==> config.mk <==
export PLATFORM = sky130hd
export DESIGN_NAME = rgb_to_hsv_converter_core_flat
export DESIGN_NICKNAME = d
export VERILOG_FILES = /design/src/rtl/rhc_pkg.sv /design/src/rtl/rhc_pix_if.sv /design/src/rtl/rgb_to_hsv_converter_core.sv /design/src/flat_wrapper.sv
export SDC_FILE = /design/constraint.sdc
export NUM_CORES = 2
export LEC_CHECK = 0
export ABC_CLOCK_PERIOD_IN_PS = 67700
export BUFFER_PORTS_ARGS = -buffer_cell sky130_fd_sc_hd__buf_2
export CAP_MARGIN = 20
export CORE_ASPECT_RATIO = 1.25
export CORE_MARGIN = 3
export CORE_UTILIZATION = 45
export DETAILED_ROUTE_END_ITERATION = 12
export SETUP_SLACK_MARGIN = 0.05
export SLEW_MARGIN = 20
export SYNTH_ARGS = -nofsm -noshare
export SYNTH_HDL_FRONTEND = slang
export SYNTH_SLANG_ARGS = --single-unit
==> constraint.sdc <==
create_clock -name clk_i -period 67.7 [get_ports clk_i]
set_input_delay 3.385 -clock clk_i [delete_from_list [all_inputs] [get_ports clk_i]]
set_output_delay 3.385 -clock clk_i [all_outputs]
set_load 0.01 [all_outputs]
==> src/rtl/rhc_pkg.sv <==
package rhc_pkg;

  // Default channel width in bits
  localparam int unsigned ChannelBitsDefault = 8;

  // Hue is in 1/64 degree: one sixth of a turn is 60 degrees
  localparam int unsigned HueW         = 15;
  localparam int unsigned HueSixth     = 3840;
  localparam int unsigned HueGreenOfs  = 7680;
  localparam int unsigned HueBlueOfs   = 15360;
  localparam int unsigned HueTurn      = 23040;

  // Quotient bits of the hue division: 3840 * |diff| / c never exceeds 3840
  localparam int unsigned HueQuoBits   = 12;

  // Hue sector, picked by the first channel that equals the maximum
  typedef enum logic [1:0] {
    SecRed,
    SecGreen,
    SecBlue
  } sector_e;

endpackage

==> src/rtl/rhc_pix_if.sv <==
interface rhc_pix_if #(
  parameter int unsigned CHANNEL_BITS = rhc_pkg::ChannelBitsDefault
);
  logic                    valid;
  logic                    ready;
  logic [CHANNEL_BITS-1:0] red;
  logic [CHANNEL_BITS-1:0] green;
  logic [CHANNEL_BITS-1:0] blue;

  modport source (output valid, output red, output green, output blue, input ready);
  modport sink   (input valid, input red, input green, input blue, output ready);
endinterface

interface rhc_hsv_if #(
  parameter int unsigned CHANNEL_BITS = rhc_pkg::ChannelBitsDefault
);
  import rhc_pkg::*;

  logic                    valid;
  logic                    ready;
  logic [HueW-1:0]         hue;
  logic [CHANNEL_BITS-1:0] saturation;
  logic [CHANNEL_BITS-1:0] brightness;

  modport source (output valid, output hue, output saturation, output brightness,
                  input ready);
  modport sink   (input valid, input hue, input saturation, input brightness,
                  output ready);
endinterface

==> src/rtl/rgb_to_hsv_converter_core.sv <==
// RGB to HSV pixel converter.
//
// pix_i takes one pixel (red, green, blue) per request on a valid/ready
// handshake; hsv_o returns hue (1/64 degree, 0..23039), saturation
// (255 * chroma / value, scaled to the channel width) and brightness (the
// largest channel). Every request gives exactly one result, in order.
//
// Throughput: one pixel per cycle, sustained while hsv_o.ready stays high.
// The result passes through stage A, stage B, the divider stages of the two
// restoring dividers, which retire one quotient bit per pipeline stage, and
// the output register before it reaches hsv_o.
//
// Reset clears every valid bit; the pipeline comes up empty and ready.
// When the receiver stalls, the held result stays on hsv_o and one more
// result drops into a skid register; the pipeline then freezes as a whole
// and pix_i.ready falls until the skid register drains. Nothing is lost or
// repeated.
module rgb_to_hsv_converter_core #(
  parameter int unsigned CHANNEL_BITS = rhc_pkg::ChannelBitsDefault
) (
  input  logic      clk_i,
  input  logic      rst_ni,
  rhc_pix_if.sink   pix_i,
  rhc_hsv_if.source hsv_o
);
  import rhc_pkg::*;

  localparam int unsigned CB = CHANNEL_BITS;
  localparam int unsigned QW = (CB > HueQuoBits) ? CB : HueQuoBits;
  localparam int unsigned RW = CB + QW;
  localparam logic [CB-1:0] MaxV = {CB{1'b1}};

  typedef struct packed {
    logic [CB-1:0] v;
    logic [CB-1:0] c;
    logic [CB-1:0] dmag;
    logic          neg;
    sector_e       sec;
  } sa_t;

  typedef struct packed {
    logic [RW-1:0] rs;
    logic [RW-1:0] rh;
    logic [QW-1:0] qs;
    logic [QW-1:0] qh;
    logic [CB-1:0] v;
    logic [CB-1:0] c;
    logic          neg;
    sector_e       sec;
  } dv_t;

  typedef struct packed {
    logic [HueW-1:0] hue;
    logic [CB-1:0]   sat;
    logic [CB-1:0]   v;
  } res_t;

  logic          en;
  logic          sa_vld_q;
  sa_t           sa_d, sa_q;
  logic [QW:0]   dv_vld_q;
  dv_t           dv_d  [QW+1];
  dv_t           dv_q  [QW+1];
  res_t          fin;
  logic          fin_vld;
  res_t          out_q, sk_q;
  logic          ovld_q, skv_q;

  // Freeze the whole pipeline while the skid register is full
  assign en          = ~skv_q;
  assign pix_i.ready = en;

  // Stage A: maximum, minimum, chroma, sector and signed difference
  always_comb begin
    logic [CB-1:0] r, g, b, mx, mn, da, db;
    logic [CB:0]   diff;
    r  = pix_i.red;
    g  = pix_i.green;
    b  = pix_i.blue;
    mx = (g > r) ? g : r;
    mx = (b > mx) ? b : mx;
    mn = (g < r) ? g : r;
    mn = (b < mn) ? b : mn;
    if (r == mx) begin
      sa_d.sec = SecRed;
      da = g;
      db = b;
    end else if (g == mx) begin
      sa_d.sec = SecGreen;
      da = b;
      db = r;
    end else begin
      sa_d.sec = SecBlue;
      da = r;
      db = g;
    end
    diff      = {1'b0, da} - {1'b0, db};
    sa_d.v    = mx;
    sa_d.c    = mx - mn;
    sa_d.neg  = diff[CB];
    sa_d.dmag = diff[CB] ? CB'(-diff) : diff[CB-1:0];
  end

  always_ff @(posedge clk_i or negedge rst_ni) begin
    if (!rst_ni) begin
      sa_vld_q <= 1'b0;
    end else if (en) begin
      sa_vld_q <= pix_i.valid;
    end
  end

  always_ff @(posedge clk_i) begin
    if (en) begin
      sa_q <= sa_d;
    end
  end

  // Stage B: numerators of both divisions
  always_comb begin
    dv_d[0].rs  = (RW'(sa_q.c) << CB) - RW'(sa_q.c);
    dv_d[0].rh  = RW'(sa_q.dmag) * RW'(HueSixth);
    dv_d[0].qs  = '0;
    dv_d[0].qh  = '0;
    dv_d[0].v   = sa_q.v;
    dv_d[0].c   = sa_q.c;
    dv_d[0].neg = sa_q.neg;
    dv_d[0].sec = sa_q.sec;
  end

  // Divider stages: one quotient bit of each division per stage, MSB first
  for (genvar k = 1; k <= QW; k++) begin : g_div
    localparam int unsigned Bit = QW - k;
    always_comb begin
      logic [RW-1:0] ts, th;
      ts       = RW'(dv_q[k-1].v) << Bit;
      th       = RW'(dv_q[k-1].c) << Bit;
      dv_d[k]  = dv_q[k-1];
      if (dv_q[k-1].rs >= ts) begin
        dv_d[k].rs      = dv_q[k-1].rs - ts;
        dv_d[k].qs[Bit] = 1'b1;
      end
      if (dv_q[k-1].rh >= th) begin
        dv_d[k].rh      = dv_q[k-1].rh - th;
        dv_d[k].qh[Bit] = 1'b1;
      end
    end
  end

  for (genvar k = 0; k <= QW; k++) begin : g_stage
    always_ff @(posedge clk_i or negedge rst_ni) begin
      if (!rst_ni) begin
        dv_vld_q[k] <= 1'b0;
      end else if (en) begin
        dv_vld_q[k] <= (k == 0) ? sa_vld_q : dv_vld_q[(k == 0) ? 0 : k-1];
      end
    end

    always_ff @(posedge clk_i) begin
      if (en) begin
        dv_q[k] <= dv_d[k];
      end
    end
  end

  // Final assembly: sector offset, red wrap, gray and black cases
  always_comb begin
    logic [HueW-1:0] q;
    q = HueW'(dv_q[QW].qh);
    if (dv_q[QW].c == '0) begin
      fin.hue = '0;
    end else begin
      case (dv_q[QW].sec)
        SecRed:   fin.hue = (dv_q[QW].neg && (q != '0)) ? HueW'(HueTurn) - q : q;
        SecGreen: fin.hue = dv_q[QW].neg ? HueW'(HueGreenOfs) - q : HueW'(HueGreenOfs) + q;
        SecBlue:  fin.hue = dv_q[QW].neg ? HueW'(HueBlueOfs) - q : HueW'(HueBlueOfs) + q;
        default:  fin.hue = '0;
      endcase
    end
    fin.sat = (dv_q[QW].v == '0) ? '0 : CB'(dv_q[QW].qs);
    fin.v   = dv_q[QW].v;
  end

  assign fin_vld = dv_vld_q[QW] & en;

  // Output register with skid: catch the result leaving the pipe on a stall
  always_ff @(posedge clk_i or negedge rst_ni) begin
    if (!rst_ni) begin
      ovld_q <= 1'b0;
      skv_q  <= 1'b0;
    end else if (!ovld_q || hsv_o.ready) begin
      ovld_q <= skv_q | fin_vld;
      skv_q  <= 1'b0;
    end else if (fin_vld) begin
      skv_q  <= 1'b1;
    end
  end

  always_ff @(posedge clk_i) begin
    if (!ovld_q || hsv_o.ready) begin
      out_q <= skv_q ? sk_q : fin;
    end else if (fin_vld) begin
      sk_q  <= fin;
    end
  end

  assign hsv_o.valid      = ovld_q;
  assign hsv_o.hue        = out_q.hue;
  assign hsv_o.saturation = out_q.sat;
  assign hsv_o.brightness = out_q.v;

  // Skid register is only ever full behind a held result
  assert property (@(posedge clk_i) disable iff (!rst_ni) skv_q |-> ovld_q)
    else $error("skid full without a held result");

  // Skid fills only when the receiver stalled a held result
  assert property (@(posedge clk_i) disable iff (!rst_ni)
    $rose(skv_q) |-> $past(ovld_q && !hsv_o.ready))
    else $error("skid filled without a stall");

  // Hue stays within one turn
  assert property (@(posedge clk_i) disable iff (!rst_ni)
    hsv_o.valid |-> (hsv_o.hue < HueW'(HueTurn)))
    else $error("hue out of range");

  // Black pixel has neither hue nor saturation
  assert property (@(posedge clk_i) disable iff (!rst_ni)
    (hsv_o.valid && (hsv_o.brightness == '0)) |->
      ((hsv_o.saturation == '0) && (hsv_o.hue == '0)))
    else $error("black pixel with hue or saturation");

  // Saturation at most full scale
  assert property (@(posedge clk_i) disable iff (!rst_ni)
    hsv_o.valid |-> (hsv_o.saturation <= MaxV))
    else $error("saturation above full scale");

endmodule
==> src/flat_wrapper.sv <==
// flat-port wrapper written by rule: the top's interface ports become plain ports
module rgb_to_hsv_converter_core_flat import rhc_pkg::*;
#(
  parameter int unsigned CHANNEL_BITS = rhc_pkg::ChannelBitsDefault
)
  (clk_i, rst_ni, pix_i_valid, pix_i_red, pix_i_green, pix_i_blue, pix_i_ready, hsv_o_valid, hsv_o_hue, hsv_o_saturation, hsv_o_brightness, hsv_o_ready);
  rhc_pix_if #(.CHANNEL_BITS(CHANNEL_BITS)) pix_i_i ();
  rhc_hsv_if #(.CHANNEL_BITS(CHANNEL_BITS)) hsv_o_i ();
  input  logic clk_i;
  input  logic rst_ni;
  input wire logic [$bits(pix_i_i.valid)-1:0] pix_i_valid;
  input wire logic [$bits(pix_i_i.red)-1:0] pix_i_red;
  input wire logic [$bits(pix_i_i.green)-1:0] pix_i_green;
  input wire logic [$bits(pix_i_i.blue)-1:0] pix_i_blue;
  output wire logic [$bits(pix_i_i.ready)-1:0] pix_i_ready;
  output wire logic [$bits(hsv_o_i.valid)-1:0] hsv_o_valid;
  output wire logic [$bits(hsv_o_i.hue)-1:0] hsv_o_hue;
  output wire logic [$bits(hsv_o_i.saturation)-1:0] hsv_o_saturation;
  output wire logic [$bits(hsv_o_i.brightness)-1:0] hsv_o_brightness;
  input wire logic [$bits(hsv_o_i.ready)-1:0] hsv_o_ready;
  assign pix_i_i.valid = pix_i_valid;
  assign pix_i_i.red = pix_i_red;
  assign pix_i_i.green = pix_i_green;
  assign pix_i_i.blue = pix_i_blue;
  assign pix_i_ready = pix_i_i.ready;
  assign hsv_o_valid = hsv_o_i.valid;
  assign hsv_o_hue = hsv_o_i.hue;
  assign hsv_o_saturation = hsv_o_i.saturation;
  assign hsv_o_brightness = hsv_o_i.brightness;
  assign hsv_o_i.ready = hsv_o_ready;
  rgb_to_hsv_converter_core #(.CHANNEL_BITS(CHANNEL_BITS)) u_core (.clk_i(clk_i), .rst_ni(rst_ni), .pix_i(pix_i_i), .hsv_o(hsv_o_i));
endmodule
### Word level (Yosys, flattened, before mapping)

Memories as Yosys holds them, arrays and structs flattened.
Index checks and enable logic that the tools add are counted.

| storage, ports and cells | value |
|---|---|
| bits in registers | 105 |
| memory bits (writable) | 1079 |
| input port bits | 28 |
| memories kept | 1 |

Memory list:

| name | depth | bits a word | rd ports | clocked after Yosys merged registers in | write ports | line | source |
|---|---|---|---|---|---|---|---|
| u_core.dv_q | 13 | 83 | 13 | 0 | 13 | rgb_to_hsv_converter_core.sv:63 | `dv_t dv_q [QW+1];` |

| cells by class | value |
|---|---|
| add/subtract/negate cells | 33 |
| multipliers | 1 |
| order comparisons | 28 |
| eq/ne operators | 4 |
| mux-type cells | 68 |
| bitwise logic cells | 4 |
| reduce and logical (&&, ||, !) cells | 9 |

Operator list:

| kind | count |
|---|---|
| $mux W20 | 24 |
| $mux W8 | 10 |
| $mux W15 | 4 |
| $pmux W15 S3 | 1 |
| $ge A20 B10 Y1 | 2 |
| $ge A20 B11 Y1 | 2 |
| $ge A20 B12 Y1 | 2 |
| $ge A20 B13 Y1 | 2 |
| $ge A20 B14 Y1 | 2 |
| $ge A20 B15 Y1 | 2 |
| $ge A20 B16 Y1 | 2 |
| $ge A20 B17 Y1 | 2 |
| $ge A20 B18 Y1 | 2 |
| $ge A20 B19 Y1 | 2 |
| $ge A20 B8 Y1 | 2 |
| $ge A20 B9 Y1 | 2 |
| $sub A20 B10 Y20 | 2 |
| $sub A20 B11 Y20 | 2 |
| $sub A20 B12 Y20 | 2 |
| $sub A20 B13 Y20 | 2 |
| $sub A20 B14 Y20 | 2 |
| $sub A20 B15 Y20 | 2 |
| $sub A20 B16 Y20 | 2 |
| $sub A20 B17 Y20 | 2 |
| other kinds (33) | 68 |

### Depth between registers and ports, before layout

| logic depth | value |
|---|---|
| depth after elaboration | 10 |
| depth in mapped cells | 33 |
| mapped depth without buffers | 29 |

### Least setup slack after synthesis

Ideal clock, no wire load.

| path | value |
|---|---|
| path type | flip-flop to output port |
| start | register u_core.skv_q |
| end | output port pix_i_ready |
| arrival time | 21.954 ns |
| data required time | 64.315 ns |
| slack | 42.361 ns |
| stages on the path, launching flop included | 3 |
| cells stage by stage | dfrtp_1 -> inv_1 -> clkbuf_1 |

| on the way | value |
|---|---|
| word-level cells in the longest chain between the ends | 1 |

Ends and longest elaborated chain:

| what | line | source |
|---|---|---|
| start, declared | rgb_to_hsv_converter_core.sv:67 | `logic ovld_q, skv_q;` |
| start signal, assigned | rgb_to_hsv_converter_core.sv:189 | `skv_q <= 1'b0;` |
| start signal, assigned | rgb_to_hsv_converter_core.sv:192 | `skv_q <= 1'b0;` |
| start signal, assigned | rgb_to_hsv_converter_core.sv:194 | `skv_q <= 1'b1;` |
| $not A1 Y1 | rgb_to_hsv_converter_core.sv:70 | `assign en = ~skv_q;` |
| end, declared | flat_wrapper.sv:15 | `output wire logic [$bits(pix_i_i.ready)-1:0] pix_i_ready;` |

No other way between the ends.

==> metrics.log <==
[metrics] reg-to-reg setup timing slack: 63.43 ns
[metrics] total DRC errors in the routed layout: 0
[metrics] drt pass-1 iters: 5
[metrics] DR vias/cell: 5.181
[metrics] element type at the critical path end: flip-flop
[metrics] maximum frequency from static timing analysis: 0.1044 GHz
[metrics] total number of vias: 24910
[metrics] clock input transition at the sequential cells of the worst setup and hold paths: 0.06 ns
[metrics] hold buffer count at CTS: 0
[metrics] routed wirelength normalized by instance count: 15.23 um
[metrics] CP Launch Point: pix_i_red[3]
[metrics] Gates resized, CTS repair: 0
[metrics] Die Wd: 282.6 um
[metrics] Yosys top cell by area: sky130_fd_sc_hd__edfxtp_1
[metrics] proportion of register bits with asynchronous set or reset after synthesis: 0.01854
[metrics] Yosys top cell area share: 0.5908
[metrics] combinational family with the most area after synthesis: simple AND/OR/NAND/NOR gates
[metrics] final worst path period share: 0.1415
[metrics] synthesis-stage register bit count: 863
[metrics] height of the die: 351.8 um
[metrics] Worst Skew: 0.03022 ns
[metrics] Inserted Diodes: 0
[metrics] Routed Wire Length: 73.20 mm
[metrics] synthesized-area fraction occupied by adder cells: 0.09271
[metrics] number of endpoints failing setup at the final stage: 0
[metrics] Setup Fix Bufs, Post-CTS: 0
[metrics] I/O Pins: 61
[metrics] data required time of the critical path: 68.07 ns
[metrics] final sum of negative setup slack: 0 ns
[metrics] signal arrival time at the worst endpoint: 9.95 ns
[metrics] maximum clock path buffer count: 3
[metrics] tightest slew margin relative to the limit: 0.2836
[metrics] multiplexer share of the synthesized area: 0.03078
[metrics] initial cell density of the core: 0.4551
[metrics] final weighted congestion in routability-driven placement: 0.8391
[metrics] simple-gate portion of the synthesized area: 0.1004
[metrics] gr ovfl total: 0
[metrics] critical path's slowest cell: sky130_fd_sc_hd__nand4_2
[metrics] biggest area contributors in the synthesized netlist: sky130_fd_sc_hd__edfxtp_1, sky130_fd_sc_hd__ha_1, sky130_fd_sc_hd__inv_1
[metrics] Final Max Tran Viols: 0
[metrics] worst setup path end: u_core.sa_q[9]
[metrics] most frequent cell after synthesis: sky130_fd_sc_hd__edfxtp_1
[metrics] final number of hold-violating endpoints: 0
[metrics] largest net degree at the start of global routing: 201
[metrics] number of routed nets with antenna violations: 0
[metrics] CP startpoint kind: primary input
[metrics] standard-cell row count: 126
[metrics] predominant post-synthesis flop cell: sky130_fd_sc_hd__edfxtp_1
[metrics] start-to-end type of the worst setup path: primary input to flip-flop
[metrics] wire length of the first global-routing pass: 119.1 mm
[metrics] total core area: 0.09459 mm2
[metrics] final cell area excluding filler cells: 0.04770 mm2
[metrics] r2r worst-path depth: 4
[metrics] Clk Tree Root Cell: sky130_fd_sc_hd__clkbuf_16
[metrics] share of cells above drive strength 1: 0.08521
[metrics] sequential share of the synthesized area: 0.6001
[metrics] list of most frequent post-synthesis cells: sky130_fd_sc_hd__edfxtp_1, sky130_fd_sc_hd__inv_1, sky130_fd_sc_hd__ha_1
[metrics] type of the tightest min-delay check: flip-flop to flip-flop
[metrics] Port-buffer cells: 60
[metrics] Synth Cell Area: 0.04305 mm2
[metrics] peak per-stage delay on the critical path: 0.60 ns
[metrics] Detailed Place HPWL: 53.48 mm
[metrics] global-route total usage across every layer: 0.1484
[metrics] max capacitance violation total: 0
[metrics] total CTS buffers: 88
[metrics] Synth Area per Inst: 12.61 um2
[metrics] library cell appearing most often on the critical path: sky130_fd_sc_hd__o21ai_0
[metrics] compound-cell area share of the yosys netlist: 0.09013
[metrics] Period minus WS final: 9.579 ns
[metrics] count of routing violations after the opening detailed-route iteration: 1045
[metrics] transition time of the tightest slew-check pin: 1.075 ns
[metrics] Clock H-tree levels: 3
[metrics] r2r startpoint: u_core.skv_q
[metrics] result of the run: complete, no violations
[metrics] net count of the mapped netlist: 3739
[metrics] area overhead of the layout relative to synthesis: 10.79%
[metrics] number of library cell types mapped by synthesis: 80
[metrics] Syn. warnings: 0
[metrics] setup repair after global routing missed its margin: no
[metrics] placed instance area: 0.04479 mm2
[metrics] insertion delay to the later sink of the worst-skew pair: 0.64 ns
[metrics] largest fanout of any net on the critical path: 23
[metrics] via count of the first global-routing pass: 25420
[metrics] synthesized instance count: 3415
[metrics] layout filler cell count: 8158
[metrics] synthesized-area fraction occupied by xor and xnor cells: 0.05107
[metrics] end of the worst register-to-register path: u_core.dv_d[1010]
[metrics] Die Outline Area: 0.09944 mm2
[metrics] number of flops mapped to enable cells by yosys: 847
[metrics] clock tree from TritonCTS: yes
[metrics] initial antenna violation count: 0
[metrics] final layout net count: 3842
[metrics] clock net sink count: 863
-- critical path, delay by kind of cell --
kind            cells  cell delay (ns)
xor+xnor            1             0.17
simple gates        6             1.30
compound gates     13             2.37
buf+inv             4             0.72
fa+ha+maj           3             0.99
mux                 2             1.01
-- how the worst min path moves through the flow --
stage / startpoint / to / slack [ns] / depth (start not counted)
after detailed placement: u_core.dv_q[10][25] / u_core.dv_q[11][25] / 0.40 / 0
after global routing: u_core.dv_q[10][23] / u_core.dv_q[11][23] / 0.41 / 0
after global placement: u_core.dv_d[1010] / u_core.dv_q[0][14] / 0.40 / 0
after CTS: u_core.dv_q[10][23] / u_core.dv_q[11][23] / 0.40 / 0
final: u_core.dv_q[10][23] / u_core.dv_q[11][23] / 0.40 / 0
after floorplan: u_core.dv_d[996] / u_core.dv_q[0][0] / 0.40 / 0
-- sequential cells by signal (all words and copies together), names as in the netlist, 8 cells and up --
register,count
u_core.hsv_o.saturation,8
u_core.dv_q,758
u_core.dv_vld_q,13
u_core.sa_q,8
u_core.sk_q,31
u_core.hsv_o.hue,15
u_core.dv_d,19
u_core.hsv_o.brightness,8
-- cells in the final DEF (no fill, tap or decap), types with 30 or more instances in the layout --
| cell | count |
|---|---|
| sky130_fd_sc_hd__a21boi_0 | 50 |
| sky130_fd_sc_hd__a21o_1 | 52 |
| sky130_fd_sc_hd__a21oi_1 | 127 |
| sky130_fd_sc_hd__buf_2 | 60 |
| sky130_fd_sc_hd__clkbuf_16 | 92 |
| sky130_fd_sc_hd__edfxtp_1 | 847 |
| sky130_fd_sc_hd__fa_1 | 37 |
| sky130_fd_sc_hd__ha_1 | 259 |
| sky130_fd_sc_hd__inv_1 | 330 |
| sky130_fd_sc_hd__mux2_2 | 75 |
| sky130_fd_sc_hd__mux2i_1 | 48 |
| sky130_fd_sc_hd__nand2_1 | 235 |
| sky130_fd_sc_hd__nand2b_1 | 40 |
| sky130_fd_sc_hd__nand3_1 | 31 |
| sky130_fd_sc_hd__nand4_1 | 30 |
| sky130_fd_sc_hd__nor2_1 | 231 |
| sky130_fd_sc_hd__nor2b_1 | 61 |
| sky130_fd_sc_hd__nor3_1 | 65 |
| sky130_fd_sc_hd__nor4_1 | 54 |
| sky130_fd_sc_hd__o21ai_0 | 195 |
| sky130_fd_sc_hd__o31ai_1 | 56 |
| sky130_fd_sc_hd__xnor2_1 | 141 |
| sky130_fd_sc_hd__xor2_1 | 110 |
-- layout make-up --
cell class / instances / area [um2] / share of cell area
multi-input combinational: 2158 / 15740 / 0.3299
timing repair buffer: 76 / 445.4 / 0.009339
clock inverter: 53 / 528.0 / 0.01107
tap: 1216 / 1521 / 0.03190
sequential: 863 / 25840 / 0.5417
inverter: 331 / 1250 / 0.02621
clock buffer: 110 / 2380 / 0.04989
-- layer usage --
layer,global-route usage,part of all wire
met1,0.1339,0.35
met2,0.3134,0.59
met3,0.02052,0.028
met4,0.07031,0.040
met5,0,0
-- stage by stage --
stage                       util  instances  hold WS [ns]  worst slack (ns)
after floorplan                -       3415        0.4003             42.36
after global placement    0.4735       4644        0.4004             57.50
after detailed placement  0.4735       4644        0.4045             57.49
after CTS                 0.5042       4807        0.4025             58.17
after global routing      0.5042       4807        0.4075             57.61
final                     0.5042       4807        0.4033             58.12
-- cell families (layout without fill, tap and decap cells) --
family	count (synthesis)	after routing
AND/OR/NAND/NOR	875	875
flip-flops	863	863
AO/OA/AOI/OAI	611	611
buffers and inverters	394	570
adder cells (fa/ha/maj)	297	297
XOR/XNOR	251	251
multiplexers	123	123
other	1	1
Power is not shown: default switching activity piles up to over one toggle a cycle in this logic, so the estimate is an artifact.
